### config.mk
export PLATFORM = sky130hd
export DESIGN_NAME = rrt_ram
export DESIGN_NICKNAME = d
export VERILOG_FILES = /design/src/rtl/rrt_ram.sv
export SDC_FILE = /design/constraint.sdc
export NUM_CORES = 1
export LEC_CHECK = 0
export ABC_CLOCK_PERIOD_IN_PS = 2800
export BUFFER_PORTS_ARGS = -buffer_cell sky130_fd_sc_hd__buf_2
export CAP_MARGIN = 20
export CORE_MARGIN = 2
export CORE_UTILIZATION = 57
export CTS_CLUSTER_SIZE = 8
export DETAILED_ROUTE_END_ITERATION = 10
export GPL_ROUTABILITY_DRIVEN = 0
export MAX_ROUTING_LAYER = met4
export PLACE_DENSITY = 0.75
export SKIP_LAST_GASP = 1
export SLEW_MARGIN = 10
export SYNTH_ARGS = -nofsm -noshare
export SYNTH_HDL_FRONTEND = slang
export SYNTH_SLANG_ARGS = --single-unit
### constraint.sdc
create_clock -name clk -period 2.8 [get_ports clk]
set_input_delay 0.28 -clock clk [delete_from_list [all_inputs] [get_ports clk]]
set_output_delay 0.28 -clock clk [all_outputs]
set_load 0.005 [all_outputs]
### src/rtl/rrt_ram.sv
// rrt_ram: generic single port synchronous ram, registered read
// no dependencies
module rrt_ram #(
  parameter int WIDTH = 8,
  parameter int DEPTH = 16
) (
  input  logic                     clk,
  input  logic                     we,
  input  logic [$clog2(DEPTH)-1:0] addr,
  input  logic [WIDTH-1:0]         wdata,
  output logic [WIDTH-1:0]         rdata
);
  logic [WIDTH-1:0] mem [DEPTH];

  // read first port with registered read
  always_ff @(posedge clk) begin
    if (we) mem[addr] <= wdata;
    rdata <= mem[addr];
  end
endmodule

==> impl_metrics.csv <==
group,metric,value,unit
sta,tightest_slew,855,ps
sta,maxSlewHeadroom,0.430,
route,ant_nets,0,
clock_network,clock_sinks,136,
clock_network,cts-root-buf,"clkbuf_8",
clock_network,clk_pin_slew,60,ps
power,p_sw_frac,0.191,
synthesis,postSynthCellCount,230,
hold_path,hp-class,"input port to flip-flop",
power,power_per_cell_area,796,nW/um^2
route,routed_via_density,6.18,
global_route,grt_max_degree,31,
status,status,"completed",
synthesis,yosysWarnings,0,
worst_setup_path,end_kind,"flip-flop",
route,drt_wl_total,9850,um
worst_setup_path,start_kind,"input port",
place,io_buffers,21,
clock_network,cts_setup_buffers,0,
worst_setup_path,cpMaxStageDelayCell,"buf_2",
cells_and_area,area_growth,18.8,%
clock_network,cts_tree,"done",
clock_network,htreeDepth,4,
sta,finalHoldViolations,0,
cells_and_area,antenna_cells,0,
cells_and_area,drive_gt1_frac,0.357,
sta,fin_setup_tns,0,ps
worst_setup_path,path_cells,"buf_2 -> buf_4 -> mux4_2 -> a22oi_1 -> nand2_1",
sta,min_period,1700,ps
power,switchingPower,0.000915,W
worst_setup_path,arrival,2090,ps
route,drc,0,
sta,rsz0062_at_grt,"false",
die,num_rows,34,
cells_and_area,layout.nets,292,
sta,setup_viol,0,
power,pwr-share-comb,0.043,
place,dp_hpwl,5930,um
sta,period_share,0.608,
clock_network,hold_buffers,0,
global_route,grtUsageTotal,0.226,
synthesis,synth_seq_area_share,0.790,
worst_setup_path,required,3190,ps
cells_and_area,fillers,526,
clock_network,cts_resized,0,
synthesis,yosysTopAreaCell,"edfxtp_1",
clock_network,clk_latency,510,ps
route,dr.pass1.iters,5,
worst_setup_path,crit_fanout,25,
power,p_seq_frac,0.478,
synthesis,synth_nets,244,
power,power.static_leakage,2.01,nW
die,dieHeight,98.3,um
worst_setup_path,critPathMaxStageDelay,650,ps
die,initial_core_util,0.584,
global_route,grt_pass1_vias,2528,
global_route,overflow,0,
cells_and_area,final_cell_mix,"128 x edfxtp_1, 32 x mux4_2, 21 x buf_2, 19 x buf_4",
route,routedWlPerCell,24.7,um
route,first_iter_violations,181,
die,io_pins,22,
synthesis,synth_top_area_frac,0.759,
sta,timing.final.ws_setup,1100,ps
sta,final.setup_skew,9.42,ps
worst_setup_path,crit_buf_inv,2,
place,preCtsSetupSlack,560,ps
synthesis,ys_top_cells_by_area,"edfxtp_1 76%, mux4_2 14%, dfxtp_1 3.2%, a22oi_1 2.4%, nor2_1 0.96%",
global_route,grt_antenna_before_repair,0,
global_route,grt_pass1_wl,14800,um
synthesis,ys_types,18,
power,p_int,0.00388,W
worst_setup_path,cp_top_family,"buffers and inverters",
worst_setup_path,crit_type,"input port to flip-flop",
die,core-area,8680,sq um
sta,finalMaxSlewViolations,0,
power,max-vdd-ir-drop,0.518,mV
synthesis,syn_avg_cell_area,22.0,sq um
sta,max_clock_freq,0.587,GHz
synthesis,syn_area,5070,sq um
die,die_area,9660,sq um
die,die_x,98.3,um
clock_network,numCtsBuffers,17,
job,maxCapViolations,0,
clock_network,clk_path_buf_depth,2,
route,vias,2465,
cells_and_area,layout_commonest_cell,"edfxtp_1",
power,p_clk_frac,0.479,
synthesis,synth_seq_cells,136,
area by class of cell:
cell class	count	area [sq um]	area share
well taps	108	135	0.0224
flip-flops and latches	136	4000	0.665
multi-input cells	83	1000	0.167
repair buffers	40	248	0.0412
clock buffers	21	459	0.0763
clock inverters	11	170	0.0283
worst register-to-register path, stage by stage (launching register included):
cell and delay, ps:
edfxtp_1 370, mux4_2 470, a22oi_1 350, nand2_1 110
per-stage QoR:
stage	instances	cell area (sq um)	total power, W	hold WS [ps]	util
floorplan	230	5070	0.00245	379	-
global placement	367	5390	0.00253	654	0.621
detailed placement	367	5390	0.00254	657	0.621
CTS	399	6020	0.00483	141	0.694
global route	399	6020	0.00493	153	0.694
finish	399	6020	0.00479	157	0.694
flip-flops by register name (all words and copies together), names as in the netlist:
signal	flops
mem	128
rdata	8
power groups by stage:
stage	clock (W)	sequential (W)	combinational, W
finish	0.00230	0.00229	0.000206
detailed placement	0	0.00233	0.000207
global placement	0	0.00233	0.000201
global route	0.00242	0.00229	0.000222
CTS	0.00233	0.00229	0.000209
floorplan	0	0.00233	0.000117
synthesized netlist by cell type:
cell / instances
edfxtp_1: 128
mux4_2: 32
a22oi_1: 16
nor2_1: 13
nand2_1: 9
dfxtp_1: 8
buf_1: 4
nor3_1: 4
buf_2: 2
buf_6: 2
clkbuf_1: 2
nand2b_1: 2
nand3b_1: 2
nor2b_1: 2
and2_1: 1
clkbuf_2: 1
nand3_1: 1
or3b_2: 1
layer usage:
metal  wire (um)  part of all wire  vias up  global-route usage
li1            -                 -     1056                   -
met1        3950              0.40     1293               0.288
met2        5100              0.52       98               0.356
met3         599             0.061       18              0.0558
met4         192             0.019        0              0.0917
met5           0                 0        -                   -
cells by family (layout without fill, tap and decap cells):
logic type      after synthesis  count (layout)  synth area share
mux                          32              32             0.142
flops                       136             136             0.790
simple gates                 35              35            0.0321
buf+inv                      11              72            0.0119
compound gates               16              16            0.0237
worst paths after layout:
kind                    from   endpoint  slack (ps)  cells past startpoint
setup / recovery     addr[0]   rdata[5]        1100                      5
hold / removal      wdata[7]  mem[2][7]         160                      1
setup reg to reg   mem[0][5]   rdata[5]        1390                      3
hold reg to reg   mem[15][3]   rdata[3]         660                      3
No activity file was read; power rests on OpenSTA's default activity.
