**src/rtl/rrt_pkg.sv**
```systemverilog
// rrt_pkg: shared constants, status codes and types for the tree extend unit
// no dependencies
package rrt_pkg;

  localparam int MAX_NODES  = 512;
  localparam int COORD_BITS = 10;
  localparam int IDX_BITS   = $clog2(MAX_NODES);
  localparam int CNT_BITS   = IDX_BITS + 1;
  localparam int STEP_BITS  = 11;
  localparam int DSQ_BITS   = 2 * COORD_BITS + 1;
  localparam int DIST_BITS  = COORD_BITS + 1;
  localparam int PROD_BITS  = STEP_BITS + COORD_BITS;
  localparam int CFG_IDX_BITS = 3;
  localparam int CFG_DATA_BITS = 11;

  localparam logic [2:0] ST_ADDED = 3'd0;
  localparam logic [2:0] ST_PLANT = 3'd1;
  localparam logic [2:0] ST_DUP   = 3'd2;
  localparam logic [2:0] ST_FULL  = 3'd3;
  localparam logic [2:0] ST_EMPTY = 3'd4;

  localparam logic [CFG_IDX_BITS-1:0] REG_STEP     = 3'd0;
  localparam logic [CFG_IDX_BITS-1:0] REG_ROOT_COL = 3'd1;
  localparam logic [CFG_IDX_BITS-1:0] REG_ROOT_ROW = 3'd2;
  localparam logic [CFG_IDX_BITS-1:0] REG_GOAL_COL = 3'd3;
  localparam logic [CFG_IDX_BITS-1:0] REG_GOAL_ROW = 3'd4;

  localparam int NODE_BITS = 2 * COORD_BITS + IDX_BITS;

  typedef struct packed {
    logic [COORD_BITS-1:0] col;
    logic [COORD_BITS-1:0] row;
    logic [IDX_BITS-1:0]   parent;
  } node_t;

endpackage

```
**src/rtl/rrt_divsqrt.sv**
```systemverilog
// rrt_divsqrt: iterative integer square root and unsigned divider, one bit a cycle
// depends on rrt_pkg
module rrt_divsqrt (
  input  logic                          clk,
  input  logic                          rst,
  input  logic                          sqrt_go,
  input  logic [rrt_pkg::DSQ_BITS-1:0]  radicand,
  input  logic                          div_go,
  input  logic [rrt_pkg::PROD_BITS-1:0] dividend,
  input  logic [rrt_pkg::DIST_BITS-1:0] divisor,
  output logic                          done,
  output logic [rrt_pkg::PROD_BITS-1:0] result,
  output logic                          rem_nz
);
  import rrt_pkg::*;

  localparam int SQ_STEPS = (DSQ_BITS + 1) / 2;
  localparam int CBITS = $clog2(PROD_BITS + 1);

  logic                  busy, is_sqrt;
  logic [CBITS-1:0]      cnt;
  logic [PROD_BITS-1:0]  q;
  logic [PROD_BITS:0]    rem;
  logic [PROD_BITS-1:0]  num;
  logic [DIST_BITS-1:0]  den;
  logic [2*SQ_STEPS-1:0] rad;
  logic [SQ_STEPS+1:0]   srem;
  logic [SQ_STEPS+1:0]   strial;
  logic [PROD_BITS:0]    dshift;

  assign dshift = {rem[PROD_BITS-1:0], num[PROD_BITS-1]};
  assign strial = {srem[SQ_STEPS-1:0], rad[2*SQ_STEPS-1 -: 2]}
                  - {q[SQ_STEPS-1:0], 2'b01};
  assign result = q;
  assign rem_nz = (rem != '0);

  // restoring sqrt and division sequencer
  always_ff @(posedge clk) begin
    if (rst) begin
      busy <= 1'b0;
      done <= 1'b0;
    end else begin
      done <= 1'b0;
      if (sqrt_go) begin
        busy <= 1'b1; is_sqrt <= 1'b1;
        cnt <= CBITS'(SQ_STEPS);
        rad <= (2*SQ_STEPS)'(radicand);
        srem <= '0; q <= '0;
      end else if (div_go) begin
        busy <= 1'b1; is_sqrt <= 1'b0;
        cnt <= CBITS'(PROD_BITS);
        num <= dividend; den <= divisor;
        rem <= '0; q <= '0;
      end else if (busy) begin
        if (is_sqrt) begin
          rad <= rad << 2;
          if (!strial[SQ_STEPS+1]) begin
            srem <= strial;
            q <= {q[PROD_BITS-2:0], 1'b1};
          end else begin
            srem <= {srem[SQ_STEPS-1:0], rad[2*SQ_STEPS-1 -: 2]};
            q <= {q[PROD_BITS-2:0], 1'b0};
          end
        end else begin
          num <= num << 1;
          if (dshift >= (PROD_BITS+1)'(den)) begin
            rem <= dshift - (PROD_BITS+1)'(den);
            q <= {q[PROD_BITS-2:0], 1'b1};
          end else begin
            rem <= dshift;
            q <= {q[PROD_BITS-2:0], 1'b0};
          end
        end
        cnt <= cnt - 1'b1;
        if (cnt == CBITS'(1)) begin
          busy <= 1'b0;
          done <= 1'b1;
        end
      end
    end
  end
endmodule

```
**config.mk**
```make
export PLATFORM = sky130hd
export DESIGN_NAME = rrt_divsqrt
export DESIGN_NICKNAME = d
export VERILOG_FILES = /design/src/rtl/rrt_pkg.sv /design/src/rtl/rrt_divsqrt.sv
export SDC_FILE = /design/constraint.sdc
export NUM_CORES = 1
export LEC_CHECK = 0
export ABC_CLOCK_PERIOD_IN_PS = 12660
export BUFFER_PORTS_ARGS = -buffer_cell sky130_fd_sc_hd__buf_2
export CORE_MARGIN = 2
export CORE_UTILIZATION = 45
export CTS_CLUSTER_DIAMETER = 100
export DETAILED_ROUTE_END_ITERATION = 10
export PLACE_DENSITY = 0.73
export SLEW_MARGIN = 10
export SYNTH_ARGS = -nofsm -noshare
export SYNTH_HDL_FRONTEND = slang
export SYNTH_SLANG_ARGS = --single-unit
export TNS_END_PERCENT = 1
```
**constraint.sdc**
```tcl
create_clock -name clk -period 12.66 [get_ports clk]
set_input_delay 0.633 -clock clk [delete_from_list [all_inputs] [get_ports clk]]
set_output_delay 0.633 -clock clk [all_outputs]
set_load 0.02 [all_outputs]
```
==> run metrics <==
Mapped Cells between 500 and 600; via count roughly 4.3k; Slew @ Worst Pin between 1 and 1.5 ns; GRT Residual Overflow 0; Setup Fix Bufs, Post-CTS 0; Main synth FF type edfxtp_1; power per cell area about 140 mW/mm^2; GRT Overall Usage a little under a fifth; routed len/inst between 15 and 20 um; status finished, final reports clean; Yosys top cell area share between 50% and 60%; # port buffers a little under 80; Via density about 5.4; type of the tightest min-delay check primary input to flip-flop; endpoints failing hold 0; CORE AREA between 0.01 and 0.015 mm^2; Post-synth EDFFs 114; nets 685; starting density of the core 45.6%; Max-Cap Viols 0; Ys Warns 0; number of hold buffers added after CTS 0; Slew Viols, Final 0; f_max around 320 MHz; CTS Buf Count 17; Area Overhead vs Synth 18.1%; mapped cell area 0.00626 mm^2; synth unique cells 58; Post-route DRC 0; drt first pass iters 4; Max H-tree Level 4; Area contributors post-synth edfxtp_1, mux2_2, ha_1, nor3_1, nor2_1; setup TNS 0 ns; vias in the first global route about 4.3k; clk root buf clkbuf_16; Critical Path Sink Type flip-flop; Worst Path Required ~13 ns; clock-pin slew on the worst setup and hold paths around 0.060 ns; Tmin final 3.11 ns; worst skew pair latency about 0.42 ns; Slew headroom a little over 30%; CTS tree done; Post-DRT Antenna Nets 0; crit-path max FO 7; antenna cells 0; FP Rows 43; final cell count without fillers ~800; fin crit share 24.5%; maximum clock insertion buffer count 2; DRT iter0 DRCs approximately 350; Worst Setup Start Kind flip-flop; Syn Area/Cell between 10 and 15 um^2; worst setup path class flip-flop to flip-flop; initial antenna violation count 0; io pins 80; Die ar. 0.0149 mm^2; placer congestion estimate about 0.87; cell area after placement just under 0.007 mm^2; Die Y around 120 um; Synth Register Bits roughly 120; Setup Skew about 0.007 ns; sequential share of the synthesized area about 55%; layout cells sized above 1 between 20% and 30%; Inst Count DP ~760; first-pass GRT wire length about 21000 um; Synth area leader edfxtp_1; largest net degree at the start of global routing between 60 and 70; post-CTS sizing 0; Final Cell Area 0.00740 mm^2; final setup vio count 0; Synthesized Nets ~600; CTS sink count between 100 and 150; unrepaired setup endpoints after global routing false; Crit path arrival time between 3 and 4 ns; hpwl dp around 8500 um; share of synthesized registers carrying an async set or reset 0%; Lkg Pwr ~2.9 nW; Tot Pwr 1.07 mW; Filler cells between 1k and 1.5k; Die Span X about 120 um; VDD IR-drop max about 120 uV; Total Wirelength about 13000 um
## placed cells by master, fill, tap and decap left out, drive strengths merged, types with 12 or more instances in the layout
cell,synthesis,layout
a21oi,20,20
and2,13,13
buf,6,85
clkbuf,15,17
edfxtp,114,114
ha,24,24
inv,35,38
mux2,50,50
nand2,24,24
nor2,38,38
nor2b,13,13
nor3,29,29
nor4,12,12
o21ai,15,15
## critical path, stage by stage (launching register included)
cell	delay (ns)
edfxtp_1	0.41
inv_1	0.10
ha_1	0.27
nor2b_1	0.16
o31ai_2	0.30
a211oi_1	0.16
o41ai_1	0.42
xnor2_1	0.40
buf_4	0.29
mux2_2	0.34
## logic make-up (layout without fill, tap and decap cells)
group	after synthesis	count (layout)	share of synthesized area, %
xor gates and xnor gates	15	15	2.10
and+or+nand+nor	166	166	14.2
adders and majority gates	25	25	5.12
buffers and inverters	57	153	3.74
muxes	60	60	10.6
AOI/OAI and AO/OA	81	81	8.89
DFF	116	116	55.3
## synth_stat cells, types with 2 or more instances
master	instances
nand2_1	24
nand2b_1	3
and2_1	13
clkbuf_1	15
xor2_1	4
o41ai_1	2
ha_1	24
a211oi_1	6
edfxtp_1	114
a21o_1	8
a31oi_1	4
nand4b_1	3
nor4_1	10
or4_1	3
a21boi_0	2
nand3_1	8
mux2i_1	10
o31ai_1	4
or3_1	9
a21oi_1	20
mux2_2	50
buf_6	2
nand4_1	2
dfxtp_1	2
o21ai_0	15
nor2b_1	13
o21a_1	8
nor2_1	38
inv_1	35
buf_1	2
nor3_1	29
o211ai_1	2
xnor2_1	11
## metrics by stage
| stage | hold WS [ns] | setup WS [ns] | util, % |
|---|---|---|---|
| finish | 0.391 | 9.55 | 53.9 |
| detailed placement | 0.536 | 9.53 | 49.8 |
| global route | 0.376 | 9.34 | 53.9 |
| global placement | 0.518 | 9.62 | 49.8 |
| CTS | 0.370 | 9.54 | 53.9 |
| floorplan | 0.504 | 7.58 | - |
## cell type report
cell class | count | area [um^2] | share of cell area [%]
flip-flops and latches | 116 | 3460 | 46.8
multi-input cells | 347 | 2570 | 34.8
repair buffers | 85 | 440 | 5.95
clock buffers | 17 | 425 | 5.75
well taps | 180 | 225 | 3.05
inverters | 36 | 135 | 1.83
clock inverters | 15 | 133 | 1.79
## state kept, by name, indices dropped and copies added (netlist names)
register and cells:
cnt 5, rem 22, rad 22, num 21, is_sqrt 1, busy 1
srem 11, done 1, den 11, result 21
## where the power goes
| group | total (mW) | internal [mW] | switching, mW |
|---|---|---|---|
| clock network | 0.453 | 0.270 | 0.183 |
| registers | 0.463 | 0.451 | 0.0112 |
| logic | 0.153 | 0.0689 | 0.0841 |
## layer usage
metal  vias up  global-route usage [%]  share of wire, %  routed length (um)
li1       2115                       -                 -                   -
met1      2069                    23.1                44                5580
met2        96                    29.3                49                6200
met3        14                    6.46               5.7                 725
met4         0                    6.75               1.3                 170
met5         -                       0                 0                   0
## worst paths after layout
check,from,endpoint,slack [ns],cells past startpoint
hold / removal,divisor[10],den[10],0.39,1
hold reg to reg,busy,done,0.54,1
setup / recovery,result[0],srem[1],9.55,9
setup reg to reg,result[0],srem[1],9.55,9
(Power assumes the default switching activity.)
